<file path="src/rtl/met_front.sv">
`timescale 1ns / 1ps

module met_front #(
    parameter int COORD_BITS = 32,
    parameter int MAX_DIM    = 1024,
    parameter int DIM_BITS   = 10,
    parameter int SIZE_BITS  = 11
) (
    input  logic                         i_clk,
    input  logic                         i_rst_n,
    input  logic                         i_valid,
    output logic                         o_ready,
    input  logic [DIM_BITS-1:0]          i_column,
    input  logic [DIM_BITS-1:0]          i_row,
    input  logic signed [COORD_BITS-1:0] i_origin_re,
    input  logic signed [COORD_BITS-1:0] i_origin_im,
    input  logic signed [COORD_BITS-1:0] i_step_re,
    input  logic signed [COORD_BITS-1:0] i_step_im,
    input  logic [SIZE_BITS-1:0]         i_image_width,
    input  logic [SIZE_BITS-1:0]         i_image_height,
    output logic                         o_valid,
    input  logic                         i_ready,
    output logic [DIM_BITS-1:0]          o_column,
    output logic [DIM_BITS-1:0]          o_row,
    output logic                         o_out_of_range,
    output logic signed [COORD_BITS-1:0] o_c_re,
    output logic signed [COORD_BITS-1:0] o_c_im
);

    localparam int P_BITS = COORD_BITS + DIM_BITS + 1;
    localparam int S_BITS = P_BITS + 1;
    localparam logic [COORD_BITS-1:0] C_MAX = {1'b0, {(COORD_BITS-1){1'b1}}};
    localparam logic [COORD_BITS-1:0] C_MIN = {1'b1, {(COORD_BITS-1){1'b0}}};

    logic                     r_valid;
    logic [DIM_BITS-1:0]      r_column;
    logic [DIM_BITS-1:0]      r_row;
    logic                     r_oor;
    logic signed [P_BITS-1:0] r_prod_re;
    logic signed [P_BITS-1:0] r_prod_im;

    logic                     accept;
    logic                     n_oor;
    logic signed [P_BITS-1:0] n_prod_re;
    logic signed [P_BITS-1:0] n_prod_im;
    logic signed [S_BITS-1:0] sum_re;
    logic signed [S_BITS-1:0] sum_im;

    assign o_ready = !r_valid || i_ready;
    assign accept  = i_valid && o_ready;

    always_comb begin
        n_oor = ({1'b0, i_column} >= i_image_width) || ({1'b0, i_row} >= i_image_height) ||
                ({1'b0, i_column} >= SIZE_BITS'(MAX_DIM)) ||
                ({1'b0, i_row} >= SIZE_BITS'(MAX_DIM));
        n_prod_re = P_BITS'(i_step_re) * P_BITS'($signed({1'b0, i_column}));
        n_prod_im = P_BITS'(i_step_im) * P_BITS'($signed({1'b0, i_row}));
    end

    always_ff @(posedge i_clk) begin
        if (!i_rst_n) begin
            r_valid <= 1'b0;
        end else if (o_ready) begin
            r_valid <= i_valid;
        end
    end

    always_ff @(posedge i_clk) begin
        if (accept) begin
            r_column  <= i_column;
            r_row     <= i_row;
            r_oor     <= n_oor;
            r_prod_re <= n_prod_re;
            r_prod_im <= n_prod_im;
        end
    end

    // c = origin + step * index, saturated
    always_comb begin
        sum_re = S_BITS'(i_origin_re) + S_BITS'(r_prod_re);
        sum_im = S_BITS'(i_origin_im) + S_BITS'(r_prod_im);
        if (sum_re[S_BITS-1:COORD_BITS-1] == {(S_BITS-COORD_BITS+1){sum_re[COORD_BITS-1]}}) begin
            o_c_re = sum_re[COORD_BITS-1:0];
        end else begin
            o_c_re = sum_re[S_BITS-1] ? C_MIN : C_MAX;
        end
        if (sum_im[S_BITS-1:COORD_BITS-1] == {(S_BITS-COORD_BITS+1){sum_im[COORD_BITS-1]}}) begin
            o_c_im = sum_im[COORD_BITS-1:0];
        end else begin
            o_c_im = sum_im[S_BITS-1] ? C_MIN : C_MAX;
        end
    end

    assign o_valid        = r_valid;
    assign o_column       = r_column;
    assign o_row          = r_row;
    assign o_out_of_range = r_oor;

endmodule

</file>
<file path="config.mk">
export PLATFORM = sky130hd
export DESIGN_NAME = met_front
export DESIGN_NICKNAME = d
export VERILOG_FILES = /design/src/rtl/met_front.sv
export SDC_FILE = /design/constraint.sdc
export NUM_CORES = 2
export LEC_CHECK = 0
export ABC_CLOCK_PERIOD_IN_PS = 8300
export BUFFER_PORTS_ARGS = -buffer_cell sky130_fd_sc_hd__buf_2
export CAP_MARGIN = 30
export CORE_ASPECT_RATIO = 0.5
export CORE_MARGIN = 1
export CORE_UTILIZATION = 42
export CTS_BUF_LIST = sky130_fd_sc_hd__clkbuf_8
export DETAILED_ROUTE_END_ITERATION = 10
export GPL_TIMING_DRIVEN = 0
export PLACE_DENSITY = 0.57
export SLEW_MARGIN = 30
export SYNTH_ARGS = -nofsm -noshare
export SYNTH_HDL_FRONTEND = slang
export SYNTH_SLANG_ARGS = --single-unit
export TNS_END_PERCENT = 5
</file>
<file path="constraint.sdc">
create_clock -name i_clk -period 8.3 [get_ports i_clk]
set_input_delay 0.83 -clock i_clk [delete_from_list [all_inputs] [get_ports i_clk]]
set_output_delay 0.83 -clock i_clk [all_outputs]
set_load 0.05 [all_outputs]
</file>
==> key figures <==
Floorplanning
  – Overall die height: 197 um
  – Die Area: 77500 um2
  – Num rows: 71
  – Die width: 393 um
  – I/O Pins: 261
  – Placeable Area: 75300 um2
  – Initial core utilization: 42.5%

Synth
  – Synth top area cells: fa_1, ha_1, edfxtp_1
  – Yosys top cell area share: 34.2%
  – Netlist area before placement: 32100 um2
  – Yosys warns: 0
  – Post-synthesis cell count: 3692
  – Fraction of registers with async set/reset: 0%
  – Post-Syn Nets: 4706
  – #FFs+latches synth: 108
  – Post-synth top area cell: fa_1
  – Syn Area/Cell: 8.68 um2
  – EDFF count, synth: 107
  – Post-synth top flop: edfxtp_1
  – Synth cell types: 75
  – Sequential fraction of the synthesis area: 10.1%

Drt
  – Met3 routed wirelength: 5010 um
  – Metal-1 WL: 39200 um
  – DRT Pass-1 Iters: 7
  – DR vias: 25565
  – Met2 WL: 44100 um
  – DR vias/cell: 5.18
  – Remaining antenna violation count: 0
  – DRC: 0
  – DR WL/cell: 18.4 um
  – Uppermost layer routed: met4
  – WL final: 90800 um
  – DR iter-0 viols: 1338

Setup path
  – Crit Path Class: primary input to flop
  – FF-to-FF End: r_prod_re[21]$_DFFE_PP_
  – Crit path cell chain: buf_2, clkbuf_1, nand2_1, fa_1, inv_1, fa_1, fa_1, fa_1, inv_1, fa_1, inv_1, ha_1, a21o_1, a21o_1, a21oi_1, o21ai_0, a2111oi_0, a21oi_1, and2_1, o41ai_1, nor2_1, a31oi_1, xnor2_1
  – Critical R2R Launch: o_valid$_SDFFE_PN0N_
  – CP Data Required Time: 8.52 ns
  – Worst setup EP type: flop
  – Critical Path AT: 7.75 ns
  – Critical Path Start Type: primary input
  – CP max stage delay: 0.68 ns
  – Setup slack, reg-to-reg: 6.84 ns
  – Most common cell on crit path: fa_1
  – Slowest cell on crit path: o41ai_1
  – Reg2reg path depth: 3
  – Crit Path Max Fanout: 10

Placement
  – DP HPWL: 76100 um
  – Placer congestion estimate: 0.925
  – Port Buffer Count: 200

STA
  – Rel. slew slack: 38.0%
  – Min Clock Period, post-route: 7.54 ns
  – Crit share post-route: 90.8%
  – Clk_skew: 0.0412 ns
  – Final setup vio count: 0
  – Highest clock rate: 133 MHz
  – Worst-margin pin slew: 0.931 ns
  – Setup total negative slack: 0 ns
  – RSZ-0062 raised after global routing: no
  – Final Hold Fails: 0
  – Max Slew Vio Count: 0

Clocking
  – Clk sinks: 108
  – Worst-Skew Late Latency: 0.48 ns
  – Setup Buffers After CTS: 0
  – CTS tree: done
  – Root Buffer: clkbuf_8
  – Max Root-Sink Buffers: 2
  – Htree depth: 3
  – # hold bufs at CTS: 0
  – Clock slew at reported path FFs: 0.15 ns
  – Cts bufs inserted: 9
  – Post_cts resized: 0

Finish
  – Fillers: 7545
  – Layout cells sized above 1: 6.50%
  – Area grow syn2layout: 8.02%
  – Final nets: 4919

Global route
  – Initial antenna violation count: 7
  – Vias in the first global route: 27156
  – Global Route Usage Sum: 24.2%
  – Largest net degree at the start of global routing: 47
  – Gr ovfl total: 0
  – First-pass GRT wire length: 146000 um

Worst hold path
  – Hold WC Path Type: flop to flop
  – Min-delay src: o_valid$_SDFFE_PN0N_
  – Worst Hold Path EP: o_valid$_SDFFE_PN0N_
  – Hold path cells: 2

Flow run
  – Max Cap Viol: 0

Run status
  – Outcome: finished, final reports clean
[logic make-up after synthesis]
group / synth area share (%)
DFF: 10.1
xor gates and xnor gates: 4.07
AOI/OAI and AO/OA: 11.9
muxes: 1.30
adders and majority gates: 45.6
buffers and inverters: 10.5
and+or+nand+nor: 16.5
[flip-flops by register name, indices dropped and copies added (netlist names)]
| register | count |
|---|---|
| o_out_of_range | 1 |
| r_prod_im | 43 |
| o_column | 10 |
| o_row | 10 |
| o_valid | 1 |
| r_prod_re | 43 |
[cells in the mapped netlist (8+ instances only)]
library cell  number
and2_1           288
buf_1              9
a21o_1           120
nand2b_1          23
and3_1            15
nand2_1          466
buf_2              9
mux2i_1           38
o21a_1            24
nor2b_1           23
o21ai_0           85
clkbuf_1         149
nor3_1            39
a31o_2             8
a31oi_1           16
nor4_1            11
a21boi_0           9
xor2_1            46
fa_1             548
nor2_1           109
and4_1             8
a211o_1            8
xnor2_1          103
a211oi_1          19
o21bai_1          29
or3_1             10
inv_1            719
nand3_1           33
o31ai_1           10
edfxtp_1         107
o211ai_1          17
ha_1             292
nand4_1           31
a21oi_1          176
[through the flow]
| step | instances | worst slack, ns | hold slack, ns | cell area (um2) | util [%] |
|---|---|---|---|---|---|
| global placement | 4914 | 0.358 | 0.496 | 34300 | 45.6 |
| global route | 4936 | 0.326 | 0.544 | 34600 | 46.0 |
| CTS | 4932 | 0.836 | 0.510 | 34600 | 45.9 |
| floorplan | 3692 | 1.80 | 0.929 | 32100 | - |
| detailed placement | 4916 | 0.313 | 0.528 | 34400 | 45.7 |
| finish | 4937 | 0.764 | 0.544 | 34600 | 46.0 |
[cell usage in the layout (no fill, tap or decap), types with 19 or more instances in the layout]
cell type,synthesis,layout
nand3_1,33,33
and2_1,288,287
o21bai_1,29,29
nand4_1,31,31
nor2b_1,23,23
edfxtp_1,107,107
xnor2_1,103,103
a21o_1,120,120
ha_1,292,292
mux2i_1,38,38
inv_1,719,719
nand2b_1,23,23
clkbuf_1,149,149
a21oi_1,176,176
o21ai_0,85,85
o21a_1,24,24
nor3_1,39,39
xor2_1,46,46
fa_1,548,548
buf_2,9,209
nor2_1,109,109
nand2_1,466,466
a211oi_1,19,19
[layout make-up]
cell class	instances	area [um2]	area share (%)
diodes	5	12.5	0.0361
plain buffers	170	659	1.90
clock inverters	7	91.3	0.264
inverters	720	2700	7.81
multi-input cells	2694	25500	73.5
clock buffers	9	124	0.358
repair buffers	202	1060	3.05
flip-flops and latches	108	3230	9.34
well taps	1022	1280	3.69
[critical path, delay by kind of cell]
kind / cells / cell delay (ns)
compound gates: 8 / 2.31
fa+ha+maj: 6 / 2.94
buf+inv: 5 / 1.07
simple gates: 3 / 0.50
xor+xnor: 1 / 0.09
[routing by layer]
metal  GRT usage [%]  up-vias
li1                -    12134
met1            31.1    12730
met2            42.1      594
met3            3.99      107
met4            6.70        0
met5               0        -
[how the worst max path moves through the flow]
stage                 from                 endpoint  slack (ns)  cells after the start
3_3_place_gp   i_column[5]  r_prod_re[36]$_DFFE_PP_        0.36                     23
2_1_floorplan  i_column[5]  r_prod_re[36]$_DFFE_PP_        1.80                     22
6_report       i_column[5]  r_prod_re[36]$_DFFE_PP_        0.76                     23
4_1_cts        i_column[5]  r_prod_re[36]$_DFFE_PP_        0.84                     23
5_1_grt        i_column[5]  r_prod_re[36]$_DFFE_PP_        0.33                     23
3_5_place_dp   i_column[5]  r_prod_re[36]$_DFFE_PP_        0.31                     23
Power is not shown: default switching activity piles up to over one toggle a cycle in this logic, so the estimate is an artifact.
