==> src/rtl/met_fifo.sv <==
`timescale 1ns / 1ps

module met_fifo #(
    parameter int WIDTH = 8,
    parameter int DEPTH = 2
) (
    input  logic             i_clk,
    input  logic             i_rst_n,
    input  logic             i_valid,
    output logic             o_ready,
    input  logic [WIDTH-1:0] i_data,
    output logic             o_valid,
    input  logic             i_ready,
    output logic [WIDTH-1:0] o_data
);

    localparam int PTR_BITS = (DEPTH > 1) ? $clog2(DEPTH) : 1;
    localparam int CNT_BITS = $clog2(DEPTH + 1);

    logic [WIDTH-1:0]    r_mem [DEPTH];
    logic [PTR_BITS-1:0] r_wr_ptr;
    logic [PTR_BITS-1:0] r_rd_ptr;
    logic [CNT_BITS-1:0] r_count;

    logic                push;
    logic                pop;
    logic [PTR_BITS-1:0] n_wr_ptr;
    logic [PTR_BITS-1:0] n_rd_ptr;
    logic [CNT_BITS-1:0] n_count;

    assign o_ready = (r_count != CNT_BITS'(DEPTH));
    assign o_valid = (r_count != '0);
    assign push    = i_valid && o_ready;
    assign pop     = o_valid && i_ready;
    assign o_data  = r_mem[r_rd_ptr];

    always_comb begin
        n_wr_ptr = (r_wr_ptr == PTR_BITS'(DEPTH - 1)) ? '0 : r_wr_ptr + 1'b1;
        n_rd_ptr = (r_rd_ptr == PTR_BITS'(DEPTH - 1)) ? '0 : r_rd_ptr + 1'b1;
        unique case ({push, pop})
            2'b10:   n_count = r_count + 1'b1;
            2'b01:   n_count = r_count - 1'b1;
            default: n_count = r_count;
        endcase
    end

    always_ff @(posedge i_clk) begin
        if (!i_rst_n) begin
            r_wr_ptr <= '0;
            r_rd_ptr <= '0;
            r_count  <= '0;
        end else begin
            if (push) begin
                r_wr_ptr <= n_wr_ptr;
            end
            if (pop) begin
                r_rd_ptr <= n_rd_ptr;
            end
            r_count <= n_count;
        end
    end

    always_ff @(posedge i_clk) begin
        if (push) begin
            r_mem[r_wr_ptr] <= i_data;
        end
    end

endmodule

==> config.mk <==
export PLATFORM = sky130hd
export DESIGN_NAME = met_fifo
export DESIGN_NICKNAME = d
export VERILOG_FILES = /design/src/rtl/met_fifo.sv
export SDC_FILE = /design/constraint.sdc
export NUM_CORES = 1
export LEC_CHECK = 0
export BUFFER_PORTS_ARGS = -buffer_cell sky130_fd_sc_hd__buf_2
export CORE_MARGIN = 5
export CORE_UTILIZATION = 49
export DETAILED_ROUTE_END_ITERATION = 10
export GPL_TIMING_DRIVEN = 0
export PLACE_DENSITY = 0.73
export SETUP_SLACK_MARGIN = 0.3
export SKIP_LAST_GASP = 1
export SLEW_MARGIN = 20
export SYNTH_ARGS = -nofsm -noshare
export SYNTH_HDL_FRONTEND = slang
export SYNTH_SLANG_ARGS = --single-unit
==> constraint.sdc <==
create_clock -name i_clk -period 2.1 [get_ports i_clk]
set_clock_uncertainty 0.2 [all_clocks]
set_input_delay 0.105 -clock i_clk [delete_from_list [all_inputs] [get_ports i_clk]]
set_output_delay 0.105 -clock i_clk [all_outputs]
set_load 0.02 [all_outputs]
==> reports/qor.txt, run 1 <==
Vias - 506
Area share of the largest cell type after synthesis - 59.3%
Status - finished clean
Synth area leaders - edfxtp_1 (59%), dfxtp_1 (12%), mux2_2 (11%), xnor2_1 (3.2%), ha_1 (1.5%)
1st-pass router iterations - 3
RSZ-0062 raised after global routing - no
Core box area - 0.00154 mm²
IO Pins - 22
Slew @ Worst Pin - 410 ps
GRT Overall Usage - 12.3%
Worst R2R End - r_count[1]
Slowest cell delay on critical path - 390 ps
Critical path type - reg2reg
Crit. End Element - register
Syn Nets - 62
Total CTS buffers - 3
GR Overflow Total - 0
Count leader, synth - edfxtp_1
Die X-Extent - 50.7 µm
WP data arrival - 1720 ps
Clk root buf - clkbuf_4
Max-Cap Viols - 0
Num rows - 14
Vias in the first global route - 538
Hold Crit Start - i_ready
Global-route wire length before repair - 2320 µm
Fin. Hold Viols - 0
CTS tree - done
Final setup violation count - 0
Max_slew headroom - 72.6%
Hpwl dp - 960 µm
Xor and xnor area share after synthesis - 3.24%
Synthesized area per cell - 16.5 µm²
Post-synth cell types - 20
Setup tns final - 0 ps
Largest family of logic cells by synthesized area - multiplexers
DRC errors left - 0
Routability Congestion - 0.707
CP startpoint kind - register
CP required - 2140 ps
Largest net degree at the start of global routing - 13
N_diodes - 0
Initial drt markers - 8
Post-Synthesis Cells - 49
Power Density - 1150 mW/mm²
Ys async rst share - 0%
Leak - 0.000424 µW
# Post-CTS Setup Buffers - 0
Die Span Y - 50.7 µm
Crit path time final - 1680 ps
Share of post-route cells with drive strength above 1 - 45.2%
Area delta synth->final - 31.6%
Worst reg-to-reg setup slack - 420 ps
Simple-gate share of the synthesized area - 6.79%
Via density - 5.06
Post-Syn Area - 811 µm²
Cells along the critical path - nand2b_2 > nand2_1 > ha_1 > or3_1 > a21boi_1
CTS sink cnt - 21
Synth Area in Adders - 1.54%
Wirelength per Cell - 14.2 µm
Final Util - 69.2%
Worst hold stages - 4
Reg2Reg Depth - 5
VDD IR-drop max - 640 µV
Sequential area share after synthesis - 71.6%
Initial antenna violation count - 0
Post-synth EDFFs - 16
WL final - 1420 µm
Synth Area in Compound Gates - 4.63%
Fill count - 120
Slowest cell on crit path - dfxtp_2
Reg clk slew, reported paths - 110 ps
Mux share of post-synthesis cell area - 11.1%
RR Startpoint - r_count[0]
Full die area - 0.00257 mm²
Clock buffer depth - 2
Dominant cell type by area after synthesis - edfxtp_1
Synth cell count leaders - edfxtp_1 (16), mux2_2 (8), dfxtp_1 (5)
Fin crit share - 79.9%
H-tree levels - 1
Synth warn - 0
Primary FF master, synth - edfxtp_1
Buffers on Ports - 21
Synthesis-stage register bit count - 21
Clk_lat worst skew - 300 ps
Slew Limit Fails - 0
Top delay family on crit path - simple AND/OR/NAND/NOR gates
Fmax - 596 MHz
Starting density of the core - 52.6%
Hold endpoint - r_rd_ptr
Routed Antenna Nets - 0
Buf/Inv on CP - 0
Worst-path fanout max - 5
Final-stage net count - 98
Tot Pwr - 1230 µW
Worst min-delay path class - in2reg
area by class of cell:
type | instances | area (µm²) | area share (%)
repair buffers | 31 | 205 | 19.2
well taps | 16 | 20.0 | 1.88
flip-flops and latches | 21 | 582 | 54.5
multi-input cells | 26 | 224 | 21.0
clock inverters | 1 | 5.00 | 0.469
plain buffers | 1 | 5.00 | 0.469
clock buffers | 3 | 22.5 | 2.11
inverters | 1 | 3.75 | 0.352
metal layers:
metal / up-vias / global-route usage (%) / wire length, µm
met5: - / 0 / 0
met4: 0 / 5.96 / 9
met3: 2 / 3.25 / 58
met2: 13 / 22.3 / 765
met1: 242 / 12.7 / 590
li1: 249 / - / -
metrics by stage:
step	std cells	instance area (µm²)	worst slack, ps	hold WS, ps
2_1_floorplan	49	813	395	3.87
3_3_place_gp	86	938	402	92.6
3_5_place_dp	86	938	373	96.9
4_1_cts	100	1070	340	64.5
5_1_grt	100	1070	364	83.3
6_report	100	1070	422	65.4
how the worst max path moves through the flow:
stage	startpoint	to	cells after the start
3_5_place_dp	r_count[0]	r_count[1]	5
3_3_place_gp	r_count[0]	r_count[1]	5
4_1_cts	r_count[0]	r_count[1]	5
6_report	r_count[0]	r_count[1]	5
5_1_grt	register	o_data[1]	3
2_1_floorplan	r_count[0]	r_count[1]	5
placed cells by master, fill, tap and decap left out:
cell | netlist | layout
a21bo_2 | 1 | 1
a21boi_0 | 1 | 1
a21boi_1 | 1 | 1
and2_1 | 1 | 1
and3_1 | 1 | 1
buf_2 | 1 | 22
clkbuf_4 | 0 | 3
clkinv_2 | 0 | 1
dfxtp_1 | 5 | 4
dfxtp_2 | 0 | 1
dlygate4sd3_1 | 0 | 10
edfxtp_1 | 16 | 16
ha_1 | 1 | 1
inv_1 | 1 | 1
mux2_2 | 8 | 8
nand2_1 | 1 | 1
nand2b_2 | 0 | 1
nand3b_1 | 1 | 1
nor2b_1 | 2 | 2
o21a_1 | 1 | 1
o21ai_0 | 1 | 1
or2_2 | 1 | 1
or3_1 | 1 | 1
xnor2_1 | 3 | 3
state kept, by name (all words and copies together), names as in the netlist, named ones only:
name,cells
r_count,2
r_mem,16
r_wr_ptr,1
r_rd_ptr,1
power breakdown:
| part | switching [µW] | total [µW] | internal (µW) |
|---|---|---|---|
| clock network | 116 | 187 | 70.9 |
| registers | 40.1 | 577 | 537 |
| logic | 250 | 469 | 219 |
what timing repair did:
| action | CTS | global route |
|---|---|---|
| hold buffers | 10 | 0 |
| setup endpoints to repair | 0 | 1 |
| resized for setup | 0 | 1 |
| hold endpoints to repair | 21 | 0 |
cells by family after synthesis:
logic type | after synthesis
simple gates | 9
compound gates | 5
xor+xnor | 3
mux | 8
fa+ha+maj | 1
buf+inv | 2
flops | 21
worst register-to-register path: stages (launching register included):
cell	delay [ps]
dfxtp_2	390
nand2b_2	170
nand2_1	70
ha_1	310
or3_1	350
a21boi_1	130
(Power assumes the default switching activity.)
==> run 2: changes to the inputs <==
clock period = 1.7 ns   (was 2.1 ns; I/O delays follow)
==> reports/qor.txt, run 2 (same netlist as run 1, synthesis figures left out) <==
Fin. Hold Viols - 0 (unchanged)
Vias - 499 (-1.4%)
Worst-path fanout max - 5 (unchanged)
CP required - 1730 ps (-410 ps)
Largest registers - r_mem: 16 flops, r_count: 2 flops
Slowest cell on crit path - dfxtp_4
WP data arrival - 1590 ps (-130 ps)
Worst reg-to-reg setup slack - 130 ps (-290 ps)
Worst R2R End - r_count[1]
VDD IR-drop max - 1150 µV (+79%)
1st-pass router iterations - 3 (unchanged)
Crit path time final - 1570 ps (-111 ps)
Hold Crit Start - i_valid
CTS tree - done
Total CTS buffers - 3 (unchanged)
Leak - 0.000491 µW (+16%)
Reg clk slew, reported paths - 110 ps (about the same)
Fin crit share - 92.2% (+12 points)
CP startpoint kind - register
Buffers on Ports - 21 (unchanged)
Fill count - 99 (-18%)
Crit. End Element - register
Worst hold stages - 5 (+1)
Fmax - 638 MHz (+7.1%)
Max_slew headroom - 86.0% (+13 points)
Slew @ Worst Pin - 210 ps (-201 ps)
DRC errors left - 0 (unchanged)
Initial antenna violation count - 0 (unchanged)
Hold endpoint - r_count[1]
Area delta synth->final - 50.8%
Slowest cell delay on critical path - 380 ps (about the same)
Worst hold slack - 91.6 ps (+26.2 ps)
N_diodes - 0 (unchanged)
RR Startpoint - r_count[1]
IO Pins - 22 (unchanged)
Die X-Extent - 50.7 µm (unchanged)
Worst min-delay path class - in2reg
Status - finished clean
Setup tns final - 0 ps (unchanged)
RSZ-0062 raised after global routing - yes
Num rows - 14 (unchanged)
Routed Antenna Nets - 0 (unchanged)
Global-route wire length before repair - 2510 µm (+8.3%)
Cells along the critical path - o21a_4 > ha_4 > or3_1 > a21boi_1
Starting density of the core - 52.6% (unchanged)
Most common cell after layout, fill and taps aside - edfxtp_1
Wirelength per Cell - 15.2 µm (+6.5%)
Vias in the first global route - 548 (+1.9%)
WL final - 1560 µm (+9.7%)
Max FFs per register - 16 (unchanged)
Share of post-route cells with drive strength above 1 - 55.2% (+9.9 points)
Slew Limit Fails - 0 (unchanged)
GR Overflow Total - 0 (unchanged)
Final setup violation count - 0 (unchanged)
CTS sink cnt - 21 (unchanged)
H-tree levels - 1 (unchanged)
Largest Register - r_mem
Critical path type - reg2reg
GRT Overall Usage - 13.1% (+0.83 points)
Die Span Y - 50.7 µm (unchanged)
Max-Cap Viols - 0 (unchanged)
Power Density - 1510 mW/mm² (+31%)
Core box area - 0.00154 mm² (unchanged)
Commonest non-fill, non-tap cells in the layout - edfxtp_1 (16), buf_2 (12), dlygate4sd3_1 (10)
Via density - 4.84 (-4.3%)
Clk_lat worst skew - 290 ps (about the same)
Full die area - 0.00257 mm² (unchanged)
Initial drt markers - 9 (+1)
Largest net degree at the start of global routing - 13 (unchanged)
Reg2Reg Depth - 4 (-1)
Clk root buf - clkbuf_4
Final-stage net count - 101 (+3.1%)
Routability Congestion - 0.682 (-3.6%)
Clock buffer depth - 2 (unchanged)
==> run 2: changes by cell type in the layout (fill, tap and decap cells not counted), sizes merged <==
cell  previous run  this run
buf             22        25
==> run 2: report_power, final <==
part           switching, µW  internal [µW]  total, µW  leakage (µW)
Sequential              57.8            676        734      0.000193
Clock                    144           87.5        231     0.0000177
Combinational            375            503        877      0.000281
==> run 2: layout make-up <==
| class | count | area [µm²] | share of cell area (%) |
|---|---|---|---|
| Sequential cell | 21 | 589 | 48.2 |
| Timing Repair Buffer | 34 | 284 | 23.2 |
| Multi-Input combinational cell | 26 | 283 | 23.1 |
| Clock buffer | 3 | 22.5 | 1.84 |
| Tap cell | 16 | 20.0 | 1.64 |
| Buffer | 1 | 15.0 | 1.23 |
| Clock inverter | 1 | 5.00 | 0.409 |
| Inverter | 1 | 3.75 | 0.307 |
==> run 2: per-layer routing <==
layer / global-route usage (%) / vias up / wire length (µm)
met5: 0 / - / 0
met1: 15.5 / 229 / 635
met3: 2.96 / 2 / 90
li1: - / 255 / -
met4: 3.83 / 0 / 7
met2: 23.3 / 13 / 827
==> run 2: worst max-delay path by stage <==
stage	start	end	slack [ps]	depth (start not counted)
after CTS	r_count[1]	r_count[1]	130	5
after global placement	r_count[1]	r_count[1]	140	4
after global routing	r_count[1]	r_count[1]	80	5
after floorplan	r_count[0]	r_count[1]	170	6
final	r_count[1]	r_count[1]	130	4
after detailed placement	r_count[1]	r_count[1]	110	4
==> run 2: critical path: cells and delay by family (launching register included) <==
family / cells / cell delay (ps)
AO/OA/AOI/OAI: 2 / 350
AND/OR/NAND/NOR: 1 / 340
adder cells (fa/ha/maj): 1 / 240
flip-flops: 1 / 380
==> run 2: repair_timing <==
item,4_1_cts,5_1_grt
hold buffers,10,0
gates resized for setup,27,9
setup endpoints to repair,27,14
endpoints found under the hold margin,21,0
pin swaps,1,1
setup buffers,1,2
==> run 2: through the flow <==
stage | cell area (µm²) | setup slack, ps | utilization [%] | cells | total power, µW
5_1_grt | 1220 | 76.6 | 79.3 | 103 | 1950
6_report | 1220 | 133 | 79.3 | 103 | 1840
3_3_place_gp | 960 | 135 | 62.3 | 86 | 1310
4_1_cts | 1170 | 134 | 76.1 | 101 | 1730
3_5_place_dp | 960 | 109 | 62.3 | 86 | 1320
2_1_floorplan | 835 | 173 | - | 49 | 1170
